### config.mk
export PLATFORM = sky130hd
export DESIGN_NAME = ohci_1394_register_file_top
export DESIGN_NICKNAME = d
export VERILOG_FILES = /design/src/rtl/ohci_pkg.sv /design/src/rtl/ohci_regs.sv /design/src/rtl/ohci_1394_register_file_top.sv
export SDC_FILE = /design/constraint.sdc
export NUM_CORES = 2
export LEC_CHECK = 0
export BUFFER_PORTS_ARGS = -buffer_cell sky130_fd_sc_hd__buf_2
export CAP_MARGIN = 0
export CORE_ASPECT_RATIO = 0.8
export CORE_UTILIZATION = 50
export DETAILED_ROUTE_END_ITERATION = 8
export PLACE_DENSITY = 0.65
export SLEW_MARGIN = 30
export SYNTH_ARGS = -nofsm -noshare
export SYNTH_HDL_FRONTEND = slang
export SYNTH_HIERARCHICAL = 1
export SYNTH_SLANG_ARGS = --single-unit
### constraint.sdc
create_clock -name clk_i -period 7.3 [get_ports clk_i]
set_input_delay 1.825 -clock clk_i [delete_from_list [all_inputs] [get_ports clk_i]]
set_output_delay 1.825 -clock clk_i [all_outputs]
set_load 0.005 [all_outputs]
### src/rtl/ohci_pkg.sv
// shared constants and types for the ohci register window
package ohci_pkg;
  localparam int unsigned TxContextsDefault = 4;
  localparam int unsigned RxContextsDefault = 4;
  localparam int unsigned AddrW = 11;
  localparam int unsigned DataW = 32;

  localparam logic OpRead  = 1'b0;
  localparam logic OpWrite = 1'b1;

  localparam logic [AddrW-1:0] AddrMask = 11'h7FC;
  localparam logic [DataW-1:0] SoftResetBit = 32'h0001_0000;

  typedef struct packed {
    logic             op;
    logic [AddrW-1:0] addr;
    logic [DataW-1:0] data;
  } access_t;

  function automatic int plain_index(logic [AddrW-1:0] a);
    unique case (a)
      11'h008: return 0;
      11'h00C: return 1;
      11'h010: return 2;
      11'h014: return 3;
      11'h018: return 4;
      11'h020: return 5;
      11'h034: return 6;
      11'h038: return 7;
      11'h03C: return 8;
      11'h064: return 9;
      11'h0DC: return 10;
      11'h0EC: return 11;
      11'h120: return 12;
      default: return -1;
    endcase
  endfunction

  function automatic int pair_index(logic [AddrW-1:0] a);
    unique case ({a[10:3], 3'b000})
      11'h070: return 0;
      11'h078: return 1;
      11'h090: return 2;
      11'h098: return 3;
      11'h0A0: return 4;
      11'h0A8: return 5;
      11'h0E0: return 6;
      11'h100: return 7;
      11'h108: return 8;
      11'h110: return 9;
      11'h118: return 10;
      default: return -1;
    endcase
  endfunction
endpackage

### src/rtl/ohci_regs.sv
// register storage, decode, update and read mux for one access
module ohci_regs #(
  parameter int unsigned TX_CONTEXTS = ohci_pkg::TxContextsDefault,
  parameter int unsigned RX_CONTEXTS = ohci_pkg::RxContextsDefault
) (
  input  logic                      clk_i,
  input  logic                      rst_ni,
  input  logic                      en_i,
  input  ohci_pkg::access_t         acc_i,
  output logic [ohci_pkg::DataW-1:0] rdata_o,
  output logic                      irq_o
);
  localparam int unsigned DW = ohci_pkg::DataW;
  localparam int unsigned TxIdxW = $clog2(4*TX_CONTEXTS);
  localparam int unsigned RxIdxW = $clog2(4*RX_CONTEXTS);

  logic [DW-1:0] plain_q [13];
  logic [DW-1:0] pair_q [11];
  logic [DW-1:0] async_q [8];
  logic [DW-1:0] tx_q [4*TX_CONTEXTS];
  logic [DW-1:0] rx_q [4*RX_CONTEXTS];
  logic [DW-1:0] hc_q, ev_q, mk_q;

  logic [ohci_pkg::AddrW-1:0] a;
  logic [DW-1:0] d;
  logic wr;
  int pidx, qidx;
  logic pv, qv, av, tv, rv;
  logic [3:0] pi, qi;
  logic [2:0] ai;
  logic [TxIdxW-1:0] ti;
  logic [RxIdxW-1:0] ri;

  assign a  = acc_i.addr;
  assign d  = acc_i.data;
  assign wr = en_i && (acc_i.op == ohci_pkg::OpWrite);

  always_comb begin
    pidx = ohci_pkg::plain_index(a);
    qidx = ohci_pkg::pair_index(a);
    pv = (pidx >= 0);
    qv = (qidx >= 0);
    pi = 4'(pidx);
    qi = 4'(qidx);
    av = 1'b0;
    ai = '0;
    tv = 1'b0;
    ti = '0;
    rv = 1'b0;
    ri = '0;
    if (a >= 11'h180 && a < 11'h200) begin
      if (a[4:0] == 5'h00 || a[4:0] == 5'h04) begin
        av = 1'b1;
        ai = {a[6:5], 1'b0};
      end else if (a[4:0] == 5'h0C) begin
        av = 1'b1;
        ai = {a[6:5], 1'b1};
      end
    end
    if (32'(a) >= 32'h200 && 32'(a) < 32'h200 + 32'(TX_CONTEXTS) * 32'h10) begin
      tv = 1'b1;
      ti = TxIdxW'((32'(a) - 32'h200) >> 2);
    end
    if (32'(a) >= 32'h400 && 32'(a) < 32'h400 + 32'(RX_CONTEXTS) * 32'h20) begin
      if (a[4:0] <= 5'h0C) begin
        rv = 1'b1;
        ri = RxIdxW'((((32'(a) - 32'h400) >> 5) << 2) | 32'(a[3:2]));
      end else if (a[4:0] == 5'h10) begin
        rv = 1'b1;
        ri = RxIdxW'((((32'(a) - 32'h400) >> 5) << 2) | 32'd3);
      end
    end
  end

  always_ff @(posedge clk_i or negedge rst_ni) begin
    if (!rst_ni) begin
      hc_q <= '0;
      ev_q <= '0;
      mk_q <= '0;
      for (int i = 0; i < 13; i++) plain_q[i] <= '0;
      for (int i = 0; i < 11; i++) pair_q[i] <= '0;
      for (int i = 0; i < 8; i++) async_q[i] <= '0;
      for (int i = 0; i < 4*TX_CONTEXTS; i++) tx_q[i] <= '0;
      for (int i = 0; i < 4*RX_CONTEXTS; i++) rx_q[i] <= '0;
    end else if (wr) begin
      priority if (a == 11'h050) hc_q <= hc_q | d;
      else if (a == 11'h054) hc_q <= hc_q & ~d & ~ohci_pkg::SoftResetBit;
      else if (a == 11'h080) ev_q <= ev_q | d;
      else if (a == 11'h084) ev_q <= ev_q & ~d;
      else if (a == 11'h088) mk_q <= mk_q | d;
      else if (a == 11'h08C) mk_q <= mk_q & ~d;
      else if (pv) plain_q[pi] <= d;
      else if (qv) begin
        if (a[2]) pair_q[qi] <= pair_q[qi] & ~d;
        else pair_q[qi] <= pair_q[qi] | d;
      end
      else if (av) async_q[ai] <= d;
      else if (tv) tx_q[ti] <= d;
      else if (rv) rx_q[ri] <= d;
    end
  end

  always_comb begin
    rdata_o = '0;
    unique case (a)
      11'h000: rdata_o = 32'h0001_0001;
      11'h01C: rdata_o = 32'h3133_3934;
      11'h024: rdata_o = 32'h0011_24FF;
      11'h028: rdata_o = 32'hFEE4_C4E0;
      11'h040: rdata_o = 32'h0008_0024;
      11'h068: rdata_o = 32'h8000_0000;
      11'h0B0: rdata_o = 32'h0000_0F00;
      11'h0B4: rdata_o = 32'hFFFF_FFFE;
      11'h0B8: rdata_o = 32'hFFFF_FFFF;
      11'h0EC: rdata_o = 32'h8000_0000;
      11'h0E8: rdata_o = hc_q[17] ? 32'hC000_0000 : '0;
      11'h050, 11'h054: rdata_o = hc_q;
      11'h080, 11'h084: rdata_o = ev_q;
      11'h088, 11'h08C: rdata_o = mk_q;
      default: begin
        priority if (pv) rdata_o = plain_q[pi];
        else if (qv) rdata_o = pair_q[qi];
        else if (av) rdata_o = async_q[ai];
        else if (tv) rdata_o = tx_q[ti];
        else if (rv) rdata_o = rx_q[ri];
        else rdata_o = '0;
      end
    endcase
    if (acc_i.op == ohci_pkg::OpWrite) rdata_o = '0;
  end

  assign irq_o = mk_q[31] && |(ev_q & mk_q);
endmodule

### src/rtl/ohci_1394_register_file_top.sv
// ohci 1394 register window with stream handshake
// result passes through the capture register (prd_q) and then the output register before it is valid
// throughput: one access per cycle while s_axis_tready is high; registers update at the input transaction edge
// output register plus skid stage hold results while the output stalls
// reset: asynchronous active low, register file and handshake state cleared
module ohci_1394_register_file_top #(
  parameter int unsigned TX_CONTEXTS = ohci_pkg::TxContextsDefault,
  parameter int unsigned RX_CONTEXTS = ohci_pkg::RxContextsDefault
) (
  input  logic        clk_i,
  input  logic        rst_ni,
  input  logic        s_axis_tvalid,
  output logic        s_axis_tready,
  input  logic [47:0] s_axis_tdata,  // op, reg_offset, write_data, zero pad
  output logic        m_axis_tvalid,
  input  logic        m_axis_tready,
  output logic [39:0] m_axis_tdata   // read_data, irq, zero pad
);
  ohci_pkg::access_t acc;
  logic              fire;
  logic [31:0]       rdata;
  logic              irq;
  logic              out_v_q, sk_v_q;
  logic [32:0]       out_q, sk_q;

  assign acc.op   = s_axis_tdata[0];
  assign acc.addr = s_axis_tdata[11:1] & ohci_pkg::AddrMask;
  assign acc.data = s_axis_tdata[43:12];

  // irq reflects state after the access, so sample it in the cycle after the access
  logic        pend_q;
  logic [31:0] prd_q;
  logic [32:0] res;
  assign res = {irq, prd_q};

  assign s_axis_tready = !sk_v_q && !(pend_q && out_v_q && !m_axis_tready);
  assign fire = s_axis_tvalid && s_axis_tready;

  ohci_regs #(.TX_CONTEXTS(TX_CONTEXTS), .RX_CONTEXTS(RX_CONTEXTS)) u_regs (
    .clk_i(clk_i), .rst_ni(rst_ni), .en_i(fire), .acc_i(acc),
    .rdata_o(rdata), .irq_o(irq)
  );

  always_ff @(posedge clk_i or negedge rst_ni) begin
    if (!rst_ni) begin
      pend_q  <= 1'b0;
      out_v_q <= 1'b0;
      sk_v_q  <= 1'b0;
    end else begin
      pend_q <= fire;
      if (fire) prd_q <= rdata;
      if (!out_v_q || m_axis_tready) begin
        if (sk_v_q) begin
          out_q  <= sk_q;
          out_v_q <= 1'b1;
          sk_v_q <= pend_q;
          if (pend_q) sk_q <= res;
        end else begin
          out_v_q <= pend_q;
          if (pend_q) out_q <= res;
        end
      end else if (pend_q) begin
        sk_v_q <= 1'b1;
        sk_q   <= res;
      end
    end
  end

  assign m_axis_tvalid = out_v_q;
  assign m_axis_tdata  = {7'b0, out_q};
endmodule
==> metrics <==
status finished, violations left; failing checks DRC; Worst Path Required 7.85 ns; Core ar. 0.201 mm^2; top-count cell post-synth dfrtp_1; HPWL Detailed 240000 um; top-area cell type share of the netlist area 52.8%; WP buf/inv 2; min cycle time layout 6.06 ns; Hold Violations, Final 0; synth unique cells approximately 110; RSZ-0062 raised after global routing no; I/O pins 94; CP max stage cell nor4b_1; Seq/Total Area, Yosys about 56%; die width roughly 510 um; Setup TNS 0 ns; Max FO, Critical Path 58; layout cell share with drive strength beyond 1 approximately 26%; Avg Vias per Cell 6.69; top post-synthesis cells by area dfrtp_1, mux2_2, o21ai_0; fin crit share 83.0%; Tot Pwr 0.0265 W; Max Cap Viol 0; largest net degree at the start of global routing roughly 190; worst-path cell chain buf_2 -> nor3_2 -> nand3_1 -> a31o_2 -> a32oi_4 -> buf_12 -> nor2_1 -> o21ai_1 -> nand4b_1 -> nor4b_1; class of the most critical setup path input port to register; flops & latches, synth 2245; Comb pwr share 6.4%; Layout Nets 9130; Hold-fix buffers, CTS 0; die area 0.205 mm^2; Synth area leader dfrtp_1; hold slack final around 0.45 ns; Worst-Margin Slew 1.14 ns; Final Util 56.6%; Top Family by Delay on Critical Path simple AND/OR/NAND/NOR gates; drt first pass iters 9; synth cell count leaders dfrtp_1, mux2_2, nand2_1; Post-CTS Setup Bufs 0; Cells after Synth 9192; CTS Buf Count roughly 220; P&R area growth vs syn 12.1%; Crit. End Element register; clock power share 45.2%; cell internal pwr 0.0200 W; first-pass GRT wire length 544000 um; antenna-violating nets left 0; CP peak stage delay 0.80 ns; H-tree lvl count 4; clock skew 0.0491 ns; Fmax achieved 165 MHz; Worst R2R Start sk_v_q; Worst Path Arrival ~6.6 ns; fill count 16800; clk_lat worst skew 0.91 ns; Seq pwr share slightly below 50%; CTS root buffer clkbuf_16; ys async rst share around 96%; final worst slack 1.24 ns; Worst setup startpoint s_axis_tdata[10]; row cnt 147; Sink Count between 2000 and 2500; Hold Path Class register to register; hold path startpoint prd_q[28]; WL/cell 31.4 um; Yosys Warn Count 6; slew margin rel. 23.3%; Initial DRC Count 11300; CTS tree done; switching pwr 0.00649 W; Placer Congestion 1.00; Syn Std Cell Area about 0.10 mm^2; Pins Over Slew Limit 0; switching share of power about a quarter; clk slew on worst S/H paths 0.06 ns; initial antenna violation count 45; final wirelength ~380000 um; CP Launch Type input port; power density over cell area between 200 and 250 mW/mm^2; PostCTS Resize Cnt 0; Total Routing Usage GR 36.4%; PortBufs 80; Main synth FF type dfrtp_1; Max clock buf depth 3; chip height about 410 um; Syn Area/Cell between 10 and 15 um^2; Overflow after GRT 0; vias 80000; Leak 52.1 nW; vias in the first global route 76900; drt drc 4; EDFF count, synth 98; final setup violation count 0; Initial Util 50.5%; Place WS 0.746 ns; maximum VDD drop 246 uV
[kinds of logic (layout without fill, tap and decap cells)]
logic type      after synthesis  count (layout)  share of synthesized area [%]
compound gates             2424            2424                           15.3
flops                      2245            2245                           55.7
simple gates               2212            2212                           9.44
mux                        1373            1373                           15.5
buf+inv                     934             985                           4.01
xor+xnor                      2               2                         0.0172
fa+ha+maj                     1               1                         0.0111
other cells                   1              38                        0.00369
[path summary, 6_finish.rpt]
kind | end | slack, ns | cells after the start
min | sk_q[28] | 0.45 | 0
max in group asynchronous | u_regs/pair_q[237] | 4.40 | 3
min in group asynchronous | u_regs/rx_q[374] | 0.96 | 1
max | prd_q[21] | 1.24 | 10
min reg2reg | sk_q[28] | 0.45 | 0
max reg2reg | u_regs/tx_q[243] | 2.44 | 10
[routing by layer]
layer | vias to the layer above | routed length, um | track usage (%)
li1 | 33100 | - | -
met1 | 40900 | 150000 | 50.8
met2 | 5010 | 152000 | 49.4
met3 | 914 | 54300 | 14.3
met4 | 28 | 18900 | 16.9
met5 | - | 294 | 0.400
[cell type report]
class	instances	area, um^2	share of cell area [%]
flip-flops and latches	2245	56700	49.7
multi-input cells	6035	41600	36.5
clock buffers	312	6350	5.57
repair buffers	539	4540	3.99
well taps	2682	3360	2.94
clock inverters	95	1230	1.08
inverters	39	146	0.128
diodes	15	37.5	0.0329
[layout by cell type, fill, tap and decap left out, types with 19 or more instances in the layout]
master     count
o221a_2       20
a22oi_1       45
bufinv_16     21
inv_1         34
a222oi_1      41
buf_2         76
a31oi_1      100
mux4_2        32
a211oi_1      37
nor4_1        54
edfxtp_1      98
o211ai_1      35
and3_1        32
nand3_1       64
o21a_1        23
o221ai_1     198
nor3_1        73
clkbuf_1      44
o22ai_1      292
nand4_1       38
clkbuf_16    222
buf_4        408
mux2_2      1245
dfrtp_1     2147
conb_1        23
clkbuf_8      48
nand2_1     1170
o21ai_0      909
buf_12        47
nor2b_1       19
a21oi_1      299
o21ai_1       46
clkinv_2      48
o31ai_1       49
o22a_1        54
or3_1         51
a221oi_1      22
nor2_1       502
mux2i_1       78
nand2_2       37
[worst reg2reg max path: stages (launching register included)]
cell and delay (ns):
dfrtp_1 0.37, buf_4 0.28, nand2b_1 0.27, a21oi_1 0.58, and2_1 0.35, o211a_1 0.54
nand2_1 0.40, nor2_1 0.48, nand3_2 0.68, buf_4 0.48, mux2_2 0.31
[state kept, by name, summed over array words and instances (netlist names), named ones only]
signal and count:
m_axis_tvalid 1, u_regs/hc_q 1, u_regs/plain_q 416, out_q 33, sk_v_q 1, u_regs/pair_q 352
pend_q 1, u_regs/rx_q 512, sk_q 33, u_regs/tx_q 512, prd_q 32, u_regs/async_q 256
[power groups by stage]
stage / registers, W / logic, W / clock network (W)
after floorplan: 0.0130 / 0.000763 / 0
after global placement: 0.0130 / 0.00161 / 0
after detailed placement: 0.0130 / 0.00164 / 0
after CTS: 0.0128 / 0.00164 / 0.0121
after global routing: 0.0128 / 0.00177 / 0.0126
final: 0.0128 / 0.00169 / 0.0120
[stage by stage]
stage	area [um^2]	std cells
floorplan	102000	9214
global placement	106000	11500
detailed placement	106000	11500
CTS	114000	11900
global route	114000	12000
finish	114000	12000
No activity file was read; power rests on OpenSTA's default activity.
